`config.mk`:
```
export PLATFORM = sky130hd
export DESIGN_NAME = motion_detector_mad_threshold
export DESIGN_NICKNAME = d
export VERILOG_FILES = /design/src/hdl/mdmad_pkg.sv /design/src/hdl/motion_detector_mad_threshold.sv /design/src/hdl/mdmad_cell.sv /design/src/hdl/mdmad_divw.sv
export SDC_FILE = /design/constraint.sdc
export NUM_CORES = 2
export LEC_CHECK = 0
export ABC_AREA = 1
export BUFFER_PORTS_ARGS = -buffer_cell sky130_fd_sc_hd__buf_2
export CORE_ASPECT_RATIO = 0.5
export CORE_MARGIN = 1.5
export CORE_UTILIZATION = 45
export CTS_BUF_LIST = sky130_fd_sc_hd__clkbuf_8
export DETAILED_ROUTE_END_ITERATION = 6
export HOLD_SLACK_MARGIN = 0.08
export SLEW_MARGIN = 10
export SYNTH_ARGS = -nofsm -noshare
export SYNTH_HDL_FRONTEND = slang
export SYNTH_SLANG_ARGS = --single-unit
export TNS_END_PERCENT = 100
```
`constraint.sdc`:
```
create_clock -name clk -period 9.9 [get_ports clk]
set_input_delay 0.99 -clock clk [delete_from_list [all_inputs] [get_ports clk]]
set_output_delay 0.99 -clock clk [all_outputs]
set_load 0.05 [all_outputs]
```
`src/hdl/mdmad_pkg.sv`:
```
// ----------------------------------------------------------------------------
// Motion detector shared definitions
// Sequencer states, configuration register codes and field widths.
// ----------------------------------------------------------------------------
package mdmad_pkg;

	localparam int CFG_IDX_W  = 2;
	localparam int CFG_DATA_W = 16;
	localparam int MARGIN_W   = 12;
	localparam int HOLD_W     = 16;

	localparam logic [CFG_IDX_W-1:0] REG_MARGIN = 2'd0;
	localparam logic [CFG_IDX_W-1:0] REG_HOLD   = 2'd1;

	localparam logic [MARGIN_W-1:0] MARGIN_RESET = 12'd60;
	localparam logic [HOLD_W-1:0]   HOLD_RESET   = 16'd200;

	typedef enum logic [2:0] {
		ST_IDLE,
		ST_MEAN,
		ST_WALK,
		ST_ADIV,
		ST_ACT,
		ST_NOISE,
		ST_OUT
	} state_t;

endpackage

```
`src/hdl/motion_detector_mad_threshold.sv`:
```
// ----------------------------------------------------------------------------
// Motion detector with mean absolute deviation threshold
// Windowed activity measure against an adaptive noise floor driving a lamp.
// ----------------------------------------------------------------------------
// Each request on s_axis carries one converter sample in tdata. It enters a
// chain of WINDOW cells, the running window sum is updated and divided by the
// window length to give the mean. A partial sum then walks down the chain,
// each cell adding its absolute deviation from the mean, and the total is
// divided again to give the activity value. The noise floor, threshold, hold
// counter and lamp are updated and one result request leaves on m_axis.
// Each item runs through the walk over the cell chain and two passes through
// the four-stage divider. The block takes no new sample before it is through
// with the last one, and s_axis_tready is high only between items.
// The result sits in an output register; if the receiver stalls, the block
// finishes the next item and waits with it until the register is free.
// Reset clears the window, sum, noise floor, hold counter and lamp and loads
// the margin and hold registers with their defaults. Configuration writes on
// cfg_we are taken at any time and should be made while the block is idle.
// ----------------------------------------------------------------------------
module motion_detector_mad_threshold #(
	parameter int WINDOW      = 16,
	parameter int SAMPLE_BITS = 12
) (
	input  logic clk,
	input  logic arst_n,

	input  logic                                 s_axis_tvalid,
	output logic                                 s_axis_tready,
	// Fields from bit 0: sample.
	input  logic [((SAMPLE_BITS+7)/8)*8-1:0]     s_axis_tdata,

	output logic                                 m_axis_tvalid,
	input  logic                                 m_axis_tready,
	// Fields from bit 0: activity, noise_level, threshold, light_on.
	output logic [((2*SAMPLE_BITS + ((SAMPLE_BITS > mdmad_pkg::MARGIN_W) ?
		SAMPLE_BITS : mdmad_pkg::MARGIN_W) + 2 + 7)/8)*8-1:0] m_axis_tdata,

	input  logic                                 cfg_we,
	input  logic [mdmad_pkg::CFG_IDX_W-1:0]      cfg_index,
	input  logic [mdmad_pkg::CFG_DATA_W-1:0]     cfg_data
);

	localparam int SUM_W  = SAMPLE_BITS + $clog2(WINDOW);
	localparam int THR_W  = ((SAMPLE_BITS > mdmad_pkg::MARGIN_W) ?
		SAMPLE_BITS : mdmad_pkg::MARGIN_W) + 1;
	localparam int CNT_W  = $clog2(WINDOW);
	localparam int OUT_W  = 2*SAMPLE_BITS + THR_W + 1;
	localparam int TDO_W  = ((OUT_W + 7)/8)*8;
	localparam logic [CNT_W-1:0] CNT_LAST = CNT_W'(WINDOW - 1);

	mdmad_pkg::state_t state_q, state_d;

	logic [mdmad_pkg::MARGIN_W-1:0] margin_q;
	logic [mdmad_pkg::HOLD_W-1:0]   hold_ticks_q;
	logic [mdmad_pkg::HOLD_W-1:0]   hold_q;
	logic                           lamp_q;
	logic [SUM_W-1:0]               sum_q;
	logic [SAMPLE_BITS-1:0]         mean_q;
	logic [SAMPLE_BITS-1:0]         act_q;
	logic [SAMPLE_BITS-1:0]         noise_q;
	logic [THR_W-1:0]               thr_q;
	logic [CNT_W-1:0]               cnt_q;
	logic                           out_valid_q;
	logic [OUT_W-1:0]               out_q;

	logic [SAMPLE_BITS-1:0] sample;
	logic [SAMPLE_BITS-1:0] cell_din  [WINDOW];
	logic [SAMPLE_BITS-1:0] cell_dout [WINDOW];
	logic [SUM_W-1:0]       cell_pin  [WINDOW];
	logic [SUM_W-1:0]       cell_pout [WINDOW];
	logic [SUM_W-1:0]       sum_next;
	logic                   accept;
	logic                   out_load;
	logic                   div_start;
	logic [SUM_W-1:0]       div_x;
	logic                   div_done;
	logic [SUM_W-1:0]       div_q;

	logic [SAMPLE_BITS+4:0]         noise_acc;
	logic [SAMPLE_BITS-1:0]         noise_next;
	logic                           detect;
	logic [mdmad_pkg::HOLD_W-1:0]   hold_ld;
	logic [mdmad_pkg::HOLD_W-1:0]   hold_next;
	logic                           lamp_next;

	assign sample   = s_axis_tdata[SAMPLE_BITS-1:0];
	assign accept   = s_axis_tvalid && s_axis_tready;
	assign sum_next = sum_q - SUM_W'(cell_dout[WINDOW-1]) + SUM_W'(sample);

	// Cell chain: new samples enter at the head and the oldest drops off the tail.
	for (genvar i = 0; i < WINDOW; i++) begin : g_cell
		if (i == 0) begin : g_head
			assign cell_din[i] = sample;
			assign cell_pin[i] = '0;
		end else begin : g_body
			assign cell_din[i] = cell_dout[i-1];
			assign cell_pin[i] = cell_pout[i-1];
		end

		mdmad_cell #(
			.SAMPLE_BITS (SAMPLE_BITS),
			.SUM_W       (SUM_W)
		) u_cell (
			.clk      (clk),
			.arst_n   (arst_n),
			.shift_en (accept),
			.din      (cell_din[i]),
			.mean     (mean_q),
			.psum_in  (cell_pin[i]),
			.dout     (cell_dout[i]),
			.psum_out (cell_pout[i])
		);
	end

	mdmad_divw #(
		.WINDOW (WINDOW),
		.SUM_W  (SUM_W)
	) u_divw (
		.clk    (clk),
		.arst_n (arst_n),
		.start  (div_start),
		.x      (div_x),
		.done   (div_done),
		.q      (div_q)
	);

	always_ff @(posedge clk or negedge arst_n) begin
		if (!arst_n) begin
			state_q <= mdmad_pkg::ST_IDLE;
		end else begin
			state_q <= state_d;
		end
	end

	always_comb begin
		state_d       = state_q;
		s_axis_tready = 1'b0;
		div_start     = 1'b0;
		div_x         = sum_next;
		out_load      = 1'b0;
		case (state_q)
			mdmad_pkg::ST_IDLE: begin
				s_axis_tready = 1'b1;
				if (s_axis_tvalid) begin
					div_start = 1'b1;
					state_d   = mdmad_pkg::ST_MEAN;
				end
			end
			mdmad_pkg::ST_MEAN: begin
				if (div_done) begin
					state_d = mdmad_pkg::ST_WALK;
				end
			end
			mdmad_pkg::ST_WALK: begin
				if (cnt_q == CNT_LAST) begin
					state_d = mdmad_pkg::ST_ADIV;
				end
			end
			mdmad_pkg::ST_ADIV: begin
				div_start = 1'b1;
				div_x     = cell_pout[WINDOW-1];
				state_d   = mdmad_pkg::ST_ACT;
			end
			mdmad_pkg::ST_ACT: begin
				if (div_done) begin
					state_d = mdmad_pkg::ST_NOISE;
				end
			end
			mdmad_pkg::ST_NOISE: begin
				state_d = mdmad_pkg::ST_OUT;
			end
			mdmad_pkg::ST_OUT: begin
				if (!out_valid_q || m_axis_tready) begin
					out_load = 1'b1;
					state_d  = mdmad_pkg::ST_IDLE;
				end
			end
			default: begin
				state_d = mdmad_pkg::ST_IDLE;
			end
		endcase
	end

	// Noise floor follows (15 * floor + activity) / 16 while no hold is running.
	assign noise_acc  = ({1'b0, noise_q, 4'b0000} - (SAMPLE_BITS+5)'(noise_q))
		+ (SAMPLE_BITS+5)'(act_q);
	assign noise_next = (hold_q == '0) ? noise_acc[SAMPLE_BITS+3:4] : noise_q;

	assign detect    = THR_W'(act_q) > thr_q;
	assign hold_ld   = detect ? hold_ticks_q : hold_q;
	assign hold_next = (hold_ld != '0) ?
		(hold_ld - {{(mdmad_pkg::HOLD_W-1){1'b0}}, 1'b1}) : hold_ld;
	always_comb begin
		lamp_next = detect ? 1'b1 : lamp_q;
		if (hold_ld != '0 && hold_next == '0 && THR_W'(act_q) < thr_q) begin
			lamp_next = 1'b0;
		end
	end

	always_ff @(posedge clk or negedge arst_n) begin
		if (!arst_n) begin
			margin_q     <= mdmad_pkg::MARGIN_RESET;
			hold_ticks_q <= mdmad_pkg::HOLD_RESET;
		end else if (cfg_we) begin
			case (cfg_index)
				mdmad_pkg::REG_MARGIN: margin_q     <= cfg_data[mdmad_pkg::MARGIN_W-1:0];
				mdmad_pkg::REG_HOLD:   hold_ticks_q <= cfg_data[mdmad_pkg::HOLD_W-1:0];
				default: begin
				end
			endcase
		end
	end

	always_ff @(posedge clk or negedge arst_n) begin
		if (!arst_n) begin
			sum_q       <= '0;
			noise_q     <= '0;
			hold_q      <= '0;
			lamp_q      <= 1'b0;
			cnt_q       <= '0;
			out_valid_q <= 1'b0;
		end else begin
			if (accept) begin
				sum_q <= sum_next;
			end
			if (state_q == mdmad_pkg::ST_WALK) begin
				cnt_q <= (cnt_q == CNT_LAST) ? '0 : (cnt_q + CNT_W'(1));
			end
			if (state_q == mdmad_pkg::ST_NOISE) begin
				noise_q <= noise_next;
			end
			if (out_load) begin
				hold_q      <= hold_next;
				lamp_q      <= lamp_next;
				out_valid_q <= 1'b1;
			end else if (m_axis_tready) begin
				out_valid_q <= 1'b0;
			end
		end
	end

	always_ff @(posedge clk) begin
		if (state_q == mdmad_pkg::ST_MEAN && div_done) begin
			mean_q <= div_q[SAMPLE_BITS-1:0];
		end
		if (state_q == mdmad_pkg::ST_ACT && div_done) begin
			act_q <= div_q[SAMPLE_BITS-1:0];
		end
		if (state_q == mdmad_pkg::ST_NOISE) begin
			thr_q <= THR_W'(noise_next) + THR_W'(margin_q);
		end
		if (out_load) begin
			out_q <= {lamp_next, thr_q, noise_q, act_q};
		end
	end

	assign m_axis_tvalid = out_valid_q;
	assign m_axis_tdata  = TDO_W'(out_q);

	a_lamp_hold : assert property (@(posedge clk) disable iff (!arst_n)
		!lamp_q |-> hold_q == '0)
		else $error("hold counter running while the lamp is off");

	a_div_state : assert property (@(posedge clk) disable iff (!arst_n)
		div_done |-> (state_q == mdmad_pkg::ST_MEAN || state_q == mdmad_pkg::ST_ACT))
		else $error("divider result arrived outside a waiting state");

	a_out_rise : assert property (@(posedge clk) disable iff (!arst_n)
		$rose(m_axis_tvalid) |-> $past(state_q == mdmad_pkg::ST_OUT))
		else $error("result presented without passing the output state");

	a_walk_cnt : assert property (@(posedge clk) disable iff (!arst_n)
		state_q != mdmad_pkg::ST_WALK |-> cnt_q == '0)
		else $error("walk counter not cleared outside the walk");

endmodule

```
`src/hdl/mdmad_cell.sv`:
```
// ----------------------------------------------------------------------------
// Window cell
// Holds one sample of the window and adds its absolute deviation from the
// mean to the partial sum that travels down the chain.
// ----------------------------------------------------------------------------
module mdmad_cell #(
	parameter int SAMPLE_BITS = 12,
	parameter int SUM_W       = 16
) (
	input  logic                   clk,
	input  logic                   arst_n,
	input  logic                   shift_en,
	input  logic [SAMPLE_BITS-1:0] din,
	input  logic [SAMPLE_BITS-1:0] mean,
	input  logic [SUM_W-1:0]       psum_in,
	output logic [SAMPLE_BITS-1:0] dout,
	output logic [SUM_W-1:0]       psum_out
);

	logic [SAMPLE_BITS-1:0] value_q;
	logic [SUM_W-1:0]       psum_q;
	logic [SAMPLE_BITS-1:0] dev;

	assign dev = (value_q >= mean) ? (value_q - mean) : (mean - value_q);

	always_ff @(posedge clk or negedge arst_n) begin
		if (!arst_n) begin
			value_q <= '0;
		end else if (shift_en) begin
			value_q <= din;
		end
	end

	always_ff @(posedge clk) begin
		psum_q <= psum_in + SUM_W'(dev);
	end

	assign dout     = value_q;
	assign psum_out = psum_q;

endmodule

```
`src/hdl/mdmad_divw.sv`:
```
// ----------------------------------------------------------------------------
// Divide by window length
// Four-stage pipelined floor division by the constant window length, using a
// reciprocal multiplication followed by a single correction step.
// ----------------------------------------------------------------------------
module mdmad_divw #(
	parameter int WINDOW = 16,
	parameter int SUM_W  = 16
) (
	input  logic             clk,
	input  logic             arst_n,
	input  logic             start,
	input  logic [SUM_W-1:0] x,
	output logic             done,
	output logic [SUM_W-1:0] q
);

	localparam logic [SUM_W-1:0]   RECIP   = SUM_W'((64'd1 << SUM_W) / WINDOW);
	localparam logic [SUM_W-1:0]   WIN_C   = SUM_W'(WINDOW);
	localparam logic [2*SUM_W-1:0] WIN_EXT = (2*SUM_W)'(WINDOW);

	logic [3:0]           vld_q;
	logic [SUM_W-1:0]     x_s1;
	logic [SUM_W-1:0]     x_s2;
	logic [SUM_W-1:0]     x_s3;
	logic [2*SUM_W-1:0]   prod_s2;
	logic [SUM_W-1:0]     q0_s3;
	logic [2*SUM_W-1:0]   qw_s3;
	logic [SUM_W-1:0]     q_s4;
	logic [SUM_W-1:0]     q0;
	logic [2*SUM_W-1:0]   qw_full;
	logic [SUM_W-1:0]     rem;

	assign q0      = prod_s2[2*SUM_W-1:SUM_W];
	assign qw_full = (2*SUM_W)'(q0) * WIN_EXT;
	assign rem     = x_s3 - qw_s3[SUM_W-1:0];

	always_ff @(posedge clk or negedge arst_n) begin
		if (!arst_n) begin
			vld_q <= '0;
		end else begin
			vld_q <= {vld_q[2:0], start};
		end
	end

	always_ff @(posedge clk) begin
		x_s1    <= x;
		x_s2    <= x_s1;
		prod_s2 <= (2*SUM_W)'(x_s1) * (2*SUM_W)'(RECIP);
		x_s3    <= x_s2;
		q0_s3   <= q0;
		qw_s3   <= qw_full;
		q_s4    <= (rem >= WIN_C) ? (q0_s3 + SUM_W'(1)) : q0_s3;
	end

	assign done = vld_q[3];
	assign q    = q_s4;

endmodule

```
After elaboration in Yosys (flattened, before gate mapping)
Index checks and enable logic that the tools add are counted.
- bits in registers: 676
- bits of input ports: 39
- output and inout port bits: 42
- logic and storage cells: 192
- $add $sub $neg: 56
- magnitude comparators: 19
- equality and inequality tests: 13
- muxes and demuxes: 37
- reduce and logical (&&, ||, !) cells: 16
- operators with widths (kind ; count):
    subtractor 12 bit ; 32
    adder 16 x 12 -> 16 bit ; 16
    2-to-1 mux 12 bit ; 18
    greater-or-equal comparator 12 bit ; 16
    2-to-1 mux 16 bit ; 3
    logical NOT 16 bit ; 2
    subtractor 16 x 12 -> 16 bit ; 2
    adder 12 x 12 -> 13 bit ; 2
    one-hot mux 3 bit (7 select lines) ; 1
    greater-or-equal comparator 16 x 5 -> 1 bit, second input constant ; 1
    nonzero test 16 bit ; 1
    subtractor 16 x 1 -> 16 bit, second input constant ; 1
    subtractor 16 bit ; 1
    2-to-1 mux 3 bit ; 5
    > comparator 12 x 13 -> 1 bit ; 1
    less-than comparator 12 x 13 -> 1 bit ; 1
    adder 12 x 1 -> 12 bit, second input constant ; 1
    == test 3 bit, second input constant ; 3
    2-to-1 mux 1 bit ; 8
    == test 3 x 2 -> 1 bit, second input constant ; 2
    != test 2 bit, second input constant ; 3
    logical AND 1 bit ; 5
    AND reduction 5 bit ; 1
    adder 4 x 1 -> 4 bit, second input constant ; 1
    other kinds (12) ; 14

Logic depth before layout (Yosys ltp)
- depth in word-level cells: 8
- mapped depth: 32
- mapped depth without buffers: 32

Cells and area by module
Synthesis repeated with hierarchy kept, for this count alone.
- cell total of the unflattened synthesis: 8792
- area total of the unflattened synthesis: 58009.4 sq um
- modules (own cells, without submodules) (module ; instances ; cells an instance ; area an instance (sq um) ; seq. area each (sq um)):
    mdmad_cell (g_cell[10].u_cell ...) ; 7 ; 476 ; 2951.6 ; 620.6
    motion_detector_mad_threshold ; 1 ; 1150 ; 9628.0 ; 4287.9
    mdmad_cell (g_cell[0].u_cell ...) ; 3 ; 469 ; 2935.3 ; 620.6
    mdmad_cell (g_cell[14].u_cell) ; 1 ; 478 ; 3027.9 ; 620.6
    mdmad_cell (g_cell[8].u_cell) ; 1 ; 477 ; 2979.1 ; 620.6
    mdmad_cell (g_cell[11].u_cell) ; 1 ; 471 ; 2966.6 ; 620.6
    mdmad_cell (g_cell[7].u_cell) ; 1 ; 475 ; 2959.1 ; 620.6
    mdmad_cell (g_cell[6].u_cell) ; 1 ; 480 ; 2944.1 ; 620.6
    mdmad_cell (g_cell[9].u_cell) ; 1 ; 465 ; 2942.8 ; 620.6
    mdmad_divw ; 1 ; 57 ; 1094.8 ; 1061.0

Worst setup path after synthesis
OpenSTA, ideal clock, no wires.
- path type: flip-flop to flip-flop
- start: register mean_q[1]
- end: register g_cell[15].u_cell.psum_q[15]
- setup time: 0.072 ns
- arrival: 5.892 ns
- data required time: 9.828 ns
- slack: 3.937 ns
- cell stages (with the launch flop): 26
- path buffers: 1
- period minus slack after synthesis: 5.963 ns
- cell sequence: edfxtp_1 -> inv_1 -> fa_1 -> nand2_1 -> nand2_1 -> a21oi_1 -> a21o_1 -> nand2_1 -> a21oi_1 -> o21bai_2 -> clkbuf_1 -> mux2_2 -> ha_1 -> nand2_1 -> o21bai_1 -> nand3_1 -> nand2_1 -> a21oi_1 -> o21bai_1 -> nand3_1 -> nand2_1 -> a21oi_1 -> o21ai_0 -> nand2_1 -> a21oi_1 -> xor2_1
- longest elaborated chain between the ends: 3
- elaborated cells between the ends (all ways): 5
- classes of those cells: 3 x add/sub; 1 x order compare; 1 x mux
- ends and longest elaborated chain (element ; RTL line ; source):
    start: declaration ; motion_detector_mad_threshold.sv:58 ; logic [SAMPLE_BITS-1:0] mean_q;
    start signal: assignment ; motion_detector_mad_threshold.sv:244 ; mean_q <= div_q[SAMPLE_BITS-1:0];
    subtractor 12 bit / greater-or-equal comparator 12 bit (equally long branches) ; mdmad_cell.sv:24 ; assign dev = (value_q >= mean) ? (value_q - mean) : (mean - value_q);
    2-to-1 mux 12 bit (*) ; mdmad_cell.sv:24 ;
    adder 16 x 12 -> 16 bit (*) ; mdmad_cell.sv:35 ; psum_q <= psum_in + SUM_W'(dev);
    end signal: assignment ; mdmad_cell.sv:35 ;
    end: declaration ; mdmad_cell.sv:21 ; logic [SUM_W-1:0] psum_q;
Every way passes the cells marked *; elsewhere a longest branch is shown, timed or not.
A chain may end at the register's enable or synchronous reset.

Final worst setup path
- start: register mean_q[10]
- end: register g_cell[14].u_cell.psum_q[14]
- longest elaborated chain between the ends: 3
- elaborated cells between the ends (all ways): 5
- classes of those cells: 3 x add/sub; 1 x order compare; 1 x mux
- ends and longest elaborated chain (element ; RTL line):
    subtractor 12 bit / greater-or-equal comparator 12 bit (equally long branches) ; mdmad_cell.sv:24
    2-to-1 mux 12 bit (*) ; mdmad_cell.sv:24
    adder 16 x 12 -> 16 bit (*) ; mdmad_cell.sv:35
    end signal: assignment ; mdmad_cell.sv:35
    end: declaration ; mdmad_cell.sv:21
Marks and branches as above.

==> flow_metrics.env <==
export IMPL_ys_types=64
export IMPL_grt_setup_unrepaired="false"
export IMPL_cts_root_buffer_cell="clkbuf_8"
export IMPL_setup_viol=0
export IMPL_initial_core_util=0.457
export IMPL_whs_ps=185
export IMPL_drive_gt1_frac=0.0614
export IMPL_drtIter0Drc=2331
export IMPL_cts_sinks=642
export IMPL_avgRoutedWirePerCell_um=18.1
export IMPL_tightest_slew_ps=1080
export IMPL_crit_path_top_delay_cell="edfxtp_1"
export IMPL_dp_hpwl_um=95900
export IMPL_cts_buffers=104
export IMPL_path_clk_slew_ps=70
export IMPL_stdcell_count=7060
export IMPL_reg2reg_slack_ps=3900
export IMPL_post_route_util=0.501
export IMPL_worstSkewPairLatency_ps=840
export IMPL_row_count=81
export IMPL_gp_congestion=0.939
export IMPL_worstSetupPathType="reg2reg"
export IMPL_critPathCaptureType="register"
export IMPL_first_pass_iters=6
export IMPL_crit_fanout=11
export IMPL_period_needed_ps=6000
export IMPL_drv_slew=0
export IMPL_synthCells=5527
export IMPL_areaGrowthSynthToFinish_pct=9.72
export IMPL_fin_setup_tns_ps=0
export IMPL_cap_violations=0
export IMPL_nets=6352
export IMPL_overflow=0
export IMPL_worst_path_dominant_cell_family="buffers and inverters"
export IMPL_cts_resized=0
export IMPL_fin_crit_sh=0.606
export IMPL_netlist_area_um2=45000
export IMPL_final_cell_mix="nand2_1 (989), inv_1 (792), ha_1 (606), o21ai_0 (551), a21oi_1 (546)"
export IMPL_synth_edf_count=75
export IMPL_cts_tree="yes"
export IMPL_arrival_ps=6700
export IMPL_status="finished clean"
export IMPL_yosysWarnings=0
export IMPL_routed_via_count=37000
export IMPL_drc_errors=0
export IMPL_antenna_left=0
export IMPL_path_common_cell="a21oi_1"
export IMPL_max_freq_mhz=167
export IMPL_grt_pass1_vias=36300
export IMPL_final_common_cell="nand2_1"
export IMPL_hold_viol_final=0
export IMPL_skew_ps=54.3
export IMPL_grt_pass1_wl_um=199000
export IMPL_grt_max_degree=113
export IMPL_io_pins=81
export IMPL_die_width_um=450
export IMPL_ctsHoldBuffers=0
export IMPL_placedCellCount=6862
export IMPL_core_area_um2=98400
export IMPL_ys_flop_type="dfxtp_1"
export IMPL_hold_path_class="in2async"
export IMPL_post_cts_setup_buffer_count=0
export IMPL_drt_total_wl_um=128000
export IMPL_antenna_found_initial=2
export IMPL_die_area_um2=102000
export IMPL_cp_data_required_time_ps=10590
export IMPL_async_flop_share=0.431
export IMPL_ys_ff_latch=642
export IMPL_seq_area_frac_synth=0.334
export IMPL_avgViaCountPerCell=5.25
export IMPL_fp_dieH_um=227
export IMPL_grt_use_total=0.250
export IMPL_portBuffers=74
export IMPL_htree_num_levels=3
export IMPL_ctsLongestPathBuffers=3
export IMPL_relSlewSlack=0.278
export IMPL_syn_avg_cell_area_um2=8.14
export IMPL_worst_path_buf_inv=6
export IMPL_startpoint_type="register"
export IMPL_slowest_delay_ps=930
## synthesized netlist by cell type (4+ instances only)
cell type	number	area, um2
a2111oi_0	6	52.6
a211oi_1	17	128
a21boi_0	18	135
a21o_1	28	210
a21oi_1	546	2730
a221oi_1	24	210
a31oi_1	33	206
buf_1	4	15.0
buf_4	4	30.0
clkbuf_1	86	323
dfrtp_1	270	6760
dfstp_2	7	184
dfxtp_1	290	5810
edfxtp_1	75	2250
fa_1	67	1340
ha_1	606	7580
inv_1	779	2920
inv_2	4	15.0
mux2_2	22	248
mux2i_1	44	440
nand2_1	990	3720
nand3_1	204	1020
nand3_2	5	50.1
nand3b_1	13	97.6
nand4_1	33	206
nor2_1	239	897
nor2_2	4	25.0
nor3_1	30	150
nor3b_1	9	67.6
o2111ai_1	8	70.1
o211ai_1	12	90.1
o21ai_0	551	2760
o21ai_1	10	50.1
o21bai_1	28	210
o221ai_1	11	96.3
o22ai_1	9	56.3
o31ai_1	6	45.0
or2_2	9	56.3
xnor2_1	125	1090
xor2_1	260	2280
## state kept, by name (all words and copies together) (netlist names), 11 cells and up
register,count
g_cell.u_cell.dout,192
hold_q,16
u_divw.x_s3,11
noise_q,12
mean_q,12
act_q,12
sum_q,16
hold_ticks_q,16
margin_q,12
u_divw.x_s1,12
g_cell.u_cell.psum_out,242
u_divw.prod_s2,12
thr_q,13
u_divw.q,12
out_q,38
## final timing paths
kind	from	to	cells past startpoint
max	mean_q[10]	g_cell[14].u_cell.psum_out[14]	26
min	arst_n	hold_q[9]	1
max reg2reg	mean_q[10]	g_cell[14].u_cell.psum_out[14]	26
min reg2reg	u_divw.x_s3[6]	u_divw.q[2]	0
max in group asynchronous	arst_n	g_cell[4].u_cell.dout[0]	2
min in group clk	u_divw.x_s3[6]	u_divw.q[2]	0
## cell families after synthesis
logic type                 count (synthesis)  share of synthesized area
and+or+nand+nor                         1550                      0.143
AOI/OAI and AO/OA                       1325                      0.160
buffers and inverters                    885                     0.0748
adders and majority gates                673                      0.198
DFF                                      642                      0.334
xor gates and xnor gates                 385                     0.0750
muxes                                     66                     0.0153
other                                      1                  0.0000834
## metrics by stage
step | setup WS [ps] | instance area [um2]
final | 3900 | 49300
after global routing | 3440 | 49300
after CTS | 3990 | 49300
after detailed placement | 4050 | 46900
after global placement | 4020 | 46900
after floorplan | 3940 | 45000
## metal layers
| metal | track usage | up-vias | share of wire |
|---|---|---|---|
| met5 | 0 | - | 0 |
| met4 | 0.0809 | 0 | 0.028 |
| met3 | 0.0319 | 219 | 0.042 |
| met2 | 0.398 | 819 | 0.44 |
| met1 | 0.352 | 17400 | 0.49 |
| li1 | - | 18600 | - |
## layout make-up
| cell class | instances | area [um2] |
|---|---|---|
| Inverter | 786 | 2950 |
| Clock buffer | 126 | 1730 |
| Tap cell | 1328 | 1660 |
| Timing Repair Buffer | 105 | 613 |
| Multi-Input combinational cell | 4001 | 26600 |
| Fill cell | 9566 | 49100 |
| Clock inverter | 71 | 746 |
| Sequential cell | 642 | 15000 |
| Antenna cell | 1 | 2.50 |
Power is not shown: default switching activity piles up to over one toggle a cycle in this logic, so the estimate is an artifact.
